==> config.mk <==
export PLATFORM = sky130hd
export DESIGN_NAME = weighted_random_select_top
export DESIGN_NICKNAME = d
export VERILOG_FILES = /design/src/rtl/core/wrs_pkg.sv /design/src/rtl/core/wrs_ram.sv /design/src/rtl/core/wrs_fifo.sv /design/src/rtl/core/wrs_engine.sv /design/src/rtl/core/weighted_random_select_top.sv
export SDC_FILE = /design/constraint.sdc
export NUM_CORES = 2
export LEC_CHECK = 0
export BUFFER_PORTS_ARGS = -buffer_cell sky130_fd_sc_hd__clkbuf_2
export CAP_MARGIN = 20
export CORE_MARGIN = 1.5
export CORE_UTILIZATION = 55
export DETAILED_ROUTE_END_ITERATION = 8
export MAX_ROUTING_LAYER = met4
export PLACE_DENSITY_LB_ADDON = 0.08
export SLEW_MARGIN = 20
export SYNTH_ARGS = -nofsm -noshare
export SYNTH_HDL_FRONTEND = slang
export SYNTH_SLANG_ARGS = --single-unit
==> constraint.sdc <==
create_clock -name clk -period 5.1 [get_ports clk]
set_input_delay 0.255 -clock clk [delete_from_list [all_inputs] [get_ports clk]]
set_output_delay 0.255 -clock clk [all_outputs]
set_load 0.05 [all_outputs]
==> src/rtl/core/wrs_pkg.sv <==
// wrs_pkg: shared types and codes for the weighted random select block
// no dependencies
package wrs_pkg;

  localparam logic [1:0] OP_LOAD    = 2'd0;
  localparam logic [1:0] OP_DRAW    = 2'd1;
  localparam logic [1:0] OP_DRAWRM  = 2'd2;
  localparam logic [1:0] OP_RESTORE = 2'd3;

  localparam logic [1:0] ST_PICKED = 2'd0;
  localparam logic [1:0] ST_DONE   = 2'd1;
  localparam logic [1:0] ST_ZERO   = 2'd2;
  localparam logic [1:0] ST_ACK    = 2'd3;

  localparam logic CFG_ITEM_COUNT = 1'b0;
  localparam logic CFG_PICK_LIMIT = 1'b1;

  // command word handed from front to back
  typedef struct packed {
    logic [1:0]  opcode;
    logic [5:0]  slot;
    logic [31:0] item_value;
    logic [15:0] item_weight;
    logic [30:0] random_value;
  } wrs_cmd_t;

  typedef struct packed {
    logic [31:0] picked_item;
    logic [5:0]  picked_slot;
    logic [1:0]  status;
  } wrs_res_t;

endpackage

==> src/rtl/core/wrs_ram.sv <==
// wrs_ram: generic single port write, one read port, registered read
// no dependencies
module wrs_ram #(
  parameter int WIDTH = 32,
  parameter int DEPTH = 64
) (
  input  logic                     clk,
  input  logic                     we,
  input  logic [$clog2(DEPTH)-1:0] waddr,
  input  logic [WIDTH-1:0]         wdata,
  input  logic [$clog2(DEPTH)-1:0] raddr,
  output logic [WIDTH-1:0]         rdata
);

  logic [WIDTH-1:0] mem [DEPTH];

  always_ff @(posedge clk) begin
    if (we) begin
      mem[waddr] <= wdata;
    end
    rdata <= mem[raddr];
  end

endmodule

==> src/rtl/core/wrs_fifo.sv <==
// wrs_fifo: two entry command queue between front and back
// depends on wrs_pkg
module wrs_fifo
  import wrs_pkg::*;
(
  input  logic     clk,
  input  logic     rst_n,
  input  logic     in_valid,
  output logic     in_ready,
  input  wrs_cmd_t in_data,
  output logic     out_valid,
  input  logic     out_ready,
  output wrs_cmd_t out_data
);

  wrs_cmd_t   buf_r [2];
  logic       wp_r, rp_r;
  logic [1:0] cnt_r;
  logic       push, pop;

  assign in_ready  = (cnt_r != 2'd2);
  assign out_valid = (cnt_r != 2'd0);
  assign out_data  = buf_r[rp_r];
  assign push      = in_valid && in_ready;
  assign pop       = out_valid && out_ready;

  always_ff @(posedge clk) begin
    if (!rst_n) begin
      wp_r  <= 1'b0;
      rp_r  <= 1'b0;
      cnt_r <= 2'd0;
    end else begin
      if (push) begin
        buf_r[wp_r] <= in_data;
        wp_r        <= ~wp_r;
      end
      if (pop) begin
        rp_r <= ~rp_r;
      end
      cnt_r <= cnt_r + {1'b0, push} - {1'b0, pop};
    end
  end

  a_cnt_range: assert property (@(posedge clk) disable iff (!rst_n) cnt_r != 2'd3)
    else $error("queue count out of range");
  a_no_pop_empty: assert property (@(posedge clk) disable iff (!rst_n)
    cnt_r == 2'd0 |-> !out_valid) else $error("valid on empty queue");
  a_full_stall: assert property (@(posedge clk) disable iff (!rst_n)
    cnt_r == 2'd2 |-> !in_ready) else $error("ready on full queue");

endmodule

==> src/rtl/core/wrs_engine.sv <==
// wrs_engine: back end, table memories, sum pass, modulo, walk pass
// depends on wrs_pkg, wrs_ram
module wrs_engine
  import wrs_pkg::*;
#(
  parameter int MAX_ITEMS   = 64,
  parameter int ITEM_BITS   = 32,
  parameter int WEIGHT_BITS = 16
) (
  input  logic     clk,
  input  logic     rst_n,
  input  logic [6:0] item_count,
  input  logic [6:0] pick_limit,
  input  logic     cmd_valid,
  output logic     cmd_ready,
  input  wrs_cmd_t cmd,
  output logic     res_valid,
  input  logic     res_ready,
  output wrs_res_t res
);

  localparam int AW = $clog2(MAX_ITEMS);
  localparam int CW = $clog2(MAX_ITEMS + 1);
  localparam int TW = WEIGHT_BITS + AW;

  typedef enum logic [2:0] {
    S_IDLE, S_SUM, S_DIV, S_WALK, S_READ, S_OUT
  } state_t;

  state_t          state_r;
  logic [MAX_ITEMS-1:0] live_r;
  logic [6:0]      picked_r;
  logic [CW-1:0]   n_r;
  logic [CW:0]     idx_r;
  logic [TW-1:0]   total_r;
  logic            any_r;
  logic [30:0]     rem_r;
  logic [5:0]      div_cnt_r;
  logic [TW-1:0]   r_r;
  logic            rm_r;
  logic [AW-1:0]   pick_r;
  logic            out_v_r;
  wrs_res_t        res_r;
  logic [30:0]     quo_r;

  logic [ITEM_BITS-1:0]   item_rd;
  logic [WEIGHT_BITS-1:0] wt_rd;
  logic [AW-1:0]          raddr;
  logic                   we;
  logic [CW-1:0]          n_in;
  logic [AW-1:0]          first_idx;
  logic                   first_found;
  logic [TW:0]            rem_try;
  logic [31:0]            item_ext;

  assign we = cmd_valid && cmd_ready && cmd.opcode == OP_LOAD
              && {1'b0, cmd.slot} < 7'(MAX_ITEMS);

  wrs_ram #(.WIDTH(ITEM_BITS), .DEPTH(MAX_ITEMS)) u_items (
    .clk, .we, .waddr(AW'(cmd.slot)), .wdata(cmd.item_value[ITEM_BITS-1:0]),
    .raddr, .rdata(item_rd)
  );
  wrs_ram #(.WIDTH(WEIGHT_BITS), .DEPTH(MAX_ITEMS)) u_weights (
    .clk, .we, .waddr(AW'(cmd.slot)), .wdata(cmd.item_weight[WEIGHT_BITS-1:0]),
    .raddr, .rdata(wt_rd)
  );

  assign n_in = (item_count > 7'(MAX_ITEMS)) ? CW'(MAX_ITEMS) : CW'(item_count);
  assign raddr = (state_r == S_READ) ? pick_r : idx_r[AW-1:0];
  assign cmd_ready = (state_r == S_IDLE) && !out_v_r;
  assign res_valid = out_v_r;
  assign res = res_r;
  assign rem_try = {rem_r[TW-1:0], quo_r[30]} - {1'b0, total_r};

  // lowest live slot in use
  always_comb begin
    first_idx   = '0;
    first_found = 1'b0;
    for (int i = MAX_ITEMS - 1; i >= 0; i--) begin
      if (live_r[i] && i < int'(n_in)) begin
        first_idx   = AW'(i);
        first_found = 1'b1;
      end
    end
  end

  generate
    if (ITEM_BITS >= 32) begin : g_iw
      assign item_ext = item_rd[31:0];
    end else begin : g_in
      assign item_ext = {{(32-ITEM_BITS){1'b0}}, item_rd};
    end
  endgenerate

  // cur_r is idx_r from the cycle before, lined up with the registered read
  logic [AW-1:0] cur_r;
  logic          cur_v_r;

  always_ff @(posedge clk) begin
    if (!rst_n) begin
      state_r  <= S_IDLE;
      live_r   <= '1;
      picked_r <= '0;
      out_v_r  <= 1'b0;
      cur_v_r  <= 1'b0;
    end else begin
      if (out_v_r && res_ready) out_v_r <= 1'b0;
      case (state_r)
        S_IDLE: begin
          if (cmd_valid && cmd_ready) begin
            rm_r    <= (cmd.opcode == OP_DRAWRM);
            n_r     <= n_in;
            idx_r   <= '0;
            total_r <= '0;
            any_r   <= 1'b0;
            cur_v_r <= 1'b0;
            quo_r   <= cmd.random_value;
            res_r.picked_item <= '0;
            res_r.picked_slot <= '0;
            res_r.status      <= (cmd.opcode inside {OP_LOAD, OP_RESTORE}) ? ST_ACK
                                                                           : ST_DONE;
            if (cmd.opcode == OP_LOAD) begin
              out_v_r      <= 1'b1;
            end else if (cmd.opcode == OP_RESTORE) begin
              live_r       <= '1;
              picked_r     <= '0;
              out_v_r      <= 1'b1;
            end else if (cmd.opcode == OP_DRAWRM && {{(7-CW){1'b0}}, n_in} <= pick_limit) begin
              if (first_found) begin
                pick_r  <= first_idx;
                state_r <= S_READ;
              end else begin
                out_v_r <= 1'b1;
              end
            end else if (cmd.opcode == OP_DRAWRM && picked_r >= pick_limit) begin
              out_v_r <= 1'b1;
            end else begin
              state_r <= S_SUM;
            end
          end
        end
        S_SUM: begin
          cur_r   <= idx_r[AW-1:0];
          cur_v_r <= (idx_r < {1'b0, n_r});
          if (idx_r < {1'b0, n_r}) idx_r <= idx_r + 1'b1;
          if (cur_v_r && live_r[cur_r]) begin
            total_r <= total_r + TW'(wt_rd);
            any_r   <= 1'b1;
          end
          if (!(idx_r < {1'b0, n_r}) && !cur_v_r) begin
            if (!any_r) begin
              out_v_r <= 1'b1;
              state_r <= S_IDLE;
            end else if (total_r == '0) begin
              res_r.status <= ST_ZERO;
              out_v_r      <= 1'b1;
              state_r      <= S_IDLE;
            end else begin
              rem_r     <= '0;
              div_cnt_r <= '0;
              state_r   <= S_DIV;
            end
          end
        end
        S_DIV: begin
          // restoring division, one quotient bit a cycle
          quo_r <= {quo_r[29:0], 1'b0};
          if (!rem_try[TW])
            rem_r <= 31'(rem_try[TW-1:0]);
          else
            rem_r <= {rem_r[29:0], quo_r[30]};
          div_cnt_r <= div_cnt_r + 1'b1;
          if (div_cnt_r == 6'd30) begin
            idx_r   <= '0;
            cur_v_r <= 1'b0;
            state_r <= S_WALK;
          end
        end
        S_WALK: begin
          if (!cur_v_r) begin
            r_r     <= rem_r[TW-1:0];
            cur_r   <= '0;
            cur_v_r <= 1'b1;
            idx_r   <= idx_r + 1'b1;
          end else begin
            cur_r <= idx_r[AW-1:0];
            idx_r <= idx_r + 1'b1;
            if (live_r[cur_r] && CW'(cur_r) < n_r) begin
              if (r_r < TW'(wt_rd)) begin
                pick_r  <= cur_r;
                state_r <= S_READ;
              end else begin
                r_r <= r_r - TW'(wt_rd);
              end
            end
            if (CW'(cur_r) + 1'b1 >= n_r && !(live_r[cur_r]
                && r_r < TW'(wt_rd))) begin
              out_v_r <= 1'b1;
              state_r <= S_IDLE;
            end
          end
        end
        S_READ: state_r <= S_OUT;
        S_OUT: begin
          res_r.picked_item <= item_ext;
          res_r.picked_slot <= 6'(pick_r);
          res_r.status      <= ST_PICKED;
          out_v_r           <= 1'b1;
          if (rm_r) begin
            live_r[pick_r] <= 1'b0;
            if (picked_r != 7'd127) picked_r <= picked_r + 1'b1;
          end
          state_r <= S_IDLE;
        end
        default: state_r <= S_IDLE;
      endcase
    end
  end

  a_busy_no_take: assert property (@(posedge clk) disable iff (!rst_n)
    state_r != S_IDLE |-> !cmd_ready) else $error("command taken while busy");
  a_pick_live: assert property (@(posedge clk) disable iff (!rst_n)
    state_r == S_OUT |-> live_r[pick_r]) else $error("picked slot not live");
  a_out_hold: assert property (@(posedge clk) disable iff (!rst_n)
    out_v_r && !res_ready |=> out_v_r) else $error("result dropped");

endmodule

==> src/rtl/core/weighted_random_select_top.sv <==
// weighted_random_select_top: front end, command queue and back end
// depends on wrs_pkg, wrs_fifo, wrs_engine
//
// channel | direction | words
// in_     | slave     | command word
// out_    | master    | one result word per command
// cfg_    | write     | item_count (0), pick_limit (1)
//
// load and restore: answered from the idle state; draw: take, sum pass, serial divide,
// walk pass, table read, result, its time set by the single table read port and the divider
// draw-remove: lowest live slot if item_count <= pick_limit, none after pick_limit picks
// reset marks every slot live, clears pick count, state and config; table contents stay undefined
// the queue takes two commands while the back end or the output stalls
module weighted_random_select_top
  import wrs_pkg::*;
#(
  parameter int MAX_ITEMS   = 64,
  parameter int ITEM_BITS   = 32,
  parameter int WEIGHT_BITS = 16
) (
  input  logic         clk,
  input  logic         rst_n,
  input  logic         in_tvalid,
  output logic         in_tready,
  input  logic [87:0]  in_tdata,  // opcode, slot, item_value, item_weight, random_value
  output logic         out_tvalid,
  input  logic         out_tready,
  output logic [39:0]  out_tdata, // picked_item, picked_slot, status
  input  logic         cfg_we,
  input  logic         cfg_index,
  input  logic [6:0]   cfg_wdata
);

  logic [6:0] item_count_r, pick_limit_r;
  wrs_cmd_t   in_cmd, q_cmd;
  wrs_res_t   res;
  logic       q_valid, q_ready;

  always_ff @(posedge clk) begin
    if (!rst_n) begin
      item_count_r <= '0;
      pick_limit_r <= '0;
    end else if (cfg_we) begin
      case (cfg_index)
        CFG_ITEM_COUNT: item_count_r <= cfg_wdata;
        CFG_PICK_LIMIT: pick_limit_r <= cfg_wdata;
        default: ;
      endcase
    end
  end

  assign in_cmd.opcode       = in_tdata[1:0];
  assign in_cmd.slot         = in_tdata[7:2];
  assign in_cmd.item_value   = in_tdata[39:8];
  assign in_cmd.item_weight  = in_tdata[55:40];
  assign in_cmd.random_value = in_tdata[86:56];

  wrs_fifo u_fifo (
    .clk, .rst_n, .in_valid(in_tvalid), .in_ready(in_tready), .in_data(in_cmd),
    .out_valid(q_valid), .out_ready(q_ready), .out_data(q_cmd)
  );

  wrs_engine #(.MAX_ITEMS(MAX_ITEMS), .ITEM_BITS(ITEM_BITS),
               .WEIGHT_BITS(WEIGHT_BITS)) u_engine (
    .clk, .rst_n, .item_count(item_count_r), .pick_limit(pick_limit_r),
    .cmd_valid(q_valid), .cmd_ready(q_ready), .cmd(q_cmd),
    .res_valid(out_tvalid), .res_ready(out_tready), .res
  );

  assign out_tdata = {res.status, res.picked_slot, res.picked_item};

endmodule
==> results.py <==
metrics = {
    "synth": {
        "async_flop_share": 0,
        "synth_cell_types": 85,
        "synth-edff-count": 3418,
        "syn_inst": 7463,
        "synth-warning-count": 0,
        "seq_area_frac_synth": 0.746,
        "ys_seq_elements": 3561,
        "syn_area_per_cell_um2": 18.9,
        "synth_nets": 7664,
        "synth_area_um2": 141000,
        "synth_ff_type": "edfxtp_1",
    },
    "flow_run": {
        "maxCapViolations": 0,
    },
    "clock_tree": {
        "numCtsBuffers": 364,
        "clkSlewWorstSetupHoldPaths_ps": 60,
        "cts_max_path_buffers": 4,
        "cts_root_buf": "clkbuf_16",
        "cts.sinks": 3561,
        "cts_htree_levels": 5,
        "cts_resized": 0,
        "cts_tree": "built",
        "insertion_delay_ps": 890,
    },
    "setup_path": {
        "critical_path_required_ps": 5810,
        "worstPathMaxFanout": 23,
        "reg2reg_from": "u_engine.state_r[0]",
        "slowest_delay_ps": 800,
        "cp-end-kind": "flip-flop",
        "critPathSlowestCell": "a211oi_1",
        "critPathArrivalTime_ps": 4890,
        "start_kind": "flip-flop",
        "crit_chain": "nor3b_2 -> buf_4 -> mux2i_4 -> buf_12 -> buf_12 -> buf_4 -> mux4_2 -> and2_1 -> a211oi_1 -> a31oi_1 -> a211oi_1 -> a21oi_1",
        "worstSetupStartpoint": "u_engine.state_r[0]",
        "path_class": "flip-flop to flip-flop",
    },
    "pwr": {
        "pwr-share-clk": 0.318,
        "power_frac_seq": 0.433,
        "p_switching_w": 0.0238,
        "pwr-share-comb": 0.250,
        "cellPowerDensity_nw_per_um2": 501,
        "swShare": 0.294,
        "vdd_drop_max_v": 0.000405,
        "p_leak_nw": 52.2,
        "p_int_w": 0.0571,
    },
    "finish": {
        "layout_commonest_cell": "edfxtp_1",
        "multi_input_area_um2": 34500,
        "final_nets": 8198,
        "layout-drive-gt1-share": 0.235,
        "mostFrequentLayoutCells": "3418 x edfxtp_1, 788 x mux4_2, 593 x nand2_1, 374 x clkbuf_16, 258 x buf_4",
        "final_cells": 11700,
        "num-fill-cells": 17600,
        "area_growth_pct": 14.2,
        "seq_area_um2": 106000,
    },
    "status": {
        "status": "finished clean",
    },
    "timing": {
        "setup_viol_count_final": 0,
        "min_period_over_period": 0.819,
        "clock_skew_ps": 44.9,
        "slew_headroom": 0.194,
        "worst_slew_pin_slew_ps": 1210,
        "finalMaxSlewViolations": 0,
        "fmax_ghz": 0.239,
        "hold_violations": 0,
        "fin_crit_ps": 4180,
        "rsz0062_at_grt": "no",
        "finalSetupTns_ps": 0,
    },
    "route": {
        "finalWirelength_mm": 373,
        "wire_per_inst_um": 31.9,
        "num_vias": 75600,
        "dr.pass1.iters": 8,
        "viasPerCell": 6.48,
        "drc_errors": 0,
        "dr.first_iter.drc_count": 8742,
        "ant_nets": 0,
    },
    "floorplan": {
        "row_count": 185,
        "io-pin-count": 143,
        "start_util": 0.555,
        "die_w_um": 510,
        "core_region_area_um2": 255000,
        "die_h_um": 510,
        "die-area_um2": 260000,
    },
    "global_route": {
        "grt_util_met2": 0.455,
        "antenna_found_initial": 12,
        "grt.met3_usage": 0.0408,
        "grtUsageMet1": 0.422,
        "grt_max_degree": 95,
        "grt_use_total": 0.296,
        "overflow": 0,
        "grt_pass1_vias": 75300,
        "grt_pass1_wl_mm": 532,
        "grt_most_used_layer": "met2",
    },
    "hold_path": {
        "hold_class": "input port to flip-flop",
        "hp-start": "in_tdata[15]",
    },
    "place": {
        "placedCellCount": 10900,
        "hpwl_mm": 211,
        "place_congestion": 0.898,
        "io_buffers": 141,
    },
}
## critical path, delay by kind of cell, from the launching register on
family	cells	cell delay, ps
simple gates	2	570
compound gates	4	1270
mux	2	630
buf+inv	4	1080
flops	1	420
## per-stage QoR
| step | util | cell area, µm² | setup WS [ps] | hold WS [ps] | total power, W |
|---|---|---|---|---|---|
| final | 0.634 | 162000 | 922 | 98.5 | 0.0809 |
| after detailed placement | 0.584 | 149000 | 885 | 447 | 0.0557 |
| after global placement | 0.584 | 149000 | 856 | 443 | 0.0555 |
| after floorplan | - | 141000 | 350 | 354 | 0.0486 |
| after CTS | 0.633 | 161000 | 908 | 27.8 | 0.0813 |
| after global routing | 0.634 | 162000 | 695 | 68.1 | 0.0838 |
## kinds of logic after synthesis
family	synth area share
AO/OA/AOI/OAI	0.0483
XOR/XNOR	0.00378
adder cells (fa/ha/maj)	0.00901
buffers and inverters	0.0150
flip-flops	0.746
multiplexers	0.135
AND/OR/NAND/NOR	0.0424
## flip-flops by register name, indices dropped and copies added (netlist names), 8 cells and up, named ones only
signal,cells
u_engine.total_r,22
u_engine.u_weights.mem,1024
u_engine.idx_r,8
u_fifo.buf_r,174
u_engine.u_items.rdata,32
u_engine.quo_r,31
u_engine.u_items.mem,2048
u_engine.res,40
u_engine.rem_r,22
u_engine.u_weights.rdata,16
u_engine.r_r,22
u_engine.live_r,64
## repair_timing
item                                    CTS  global route
hold buffers                            109             0
endpoints found under the setup margin    0             0
setup buffers                             0             0
endpoints found under the hold margin   205             0
## final cells by class
class                           instances  area share
Antenna cell                            3   0.0000465
Clock buffer                          486      0.0619
Clock inverter                        176     0.00882
Inverter                               96     0.00223
Multi-Input combinational cell       3378       0.214
Sequential cell                      3561       0.653
Tap cell                             3366      0.0261
Timing Repair Buffer                  596      0.0340
## final timing paths
path	endpoint	slack [ps]	depth (start not counted)
worst max register to register	u_engine.u_weights.rdata[11]	920	12
worst min-delay path	u_fifo.buf_r[1][54]	100	2
worst min register to register	u_engine.live_r[2]	480	2
worst max-delay path	u_engine.u_weights.rdata[11]	920	12
## metal layers
metal / wire length (µm) / part of all wire
met2: 178000 / 0.48
met1: 155000 / 0.42
met3: 29600 / 0.079
met5: 0 / 0
met4: 10400 / 0.028
## synth_stat cells (106+ instances only)
cell type  instances  area (µm²)
edfxtp_1        3418      103000
mux4_2           788       17700
nand2_1          593        2230
clkbuf_1         282        1060
a211oi_1         255        1910
and2_1           211        1320
nor2_1           208         781
a21oi_1          197         986
o21ai_0          175         876
dfxtp_1          143        2860
a31oi_1          112         701
buf_2            106         531
## power by group through the flow
stage	registers [W]	clock network (W)	logic (W)
4_1_cts	0.0350	0.0261	0.0203
6_report	0.0350	0.0257	0.0202
3_3_place_gp	0.0356	0	0.0199
5_1_grt	0.0350	0.0271	0.0217
3_5_place_dp	0.0356	0	0.0201
2_1_floorplan	0.0356	0	0.0130
Power figures use the tool's default switching activity.
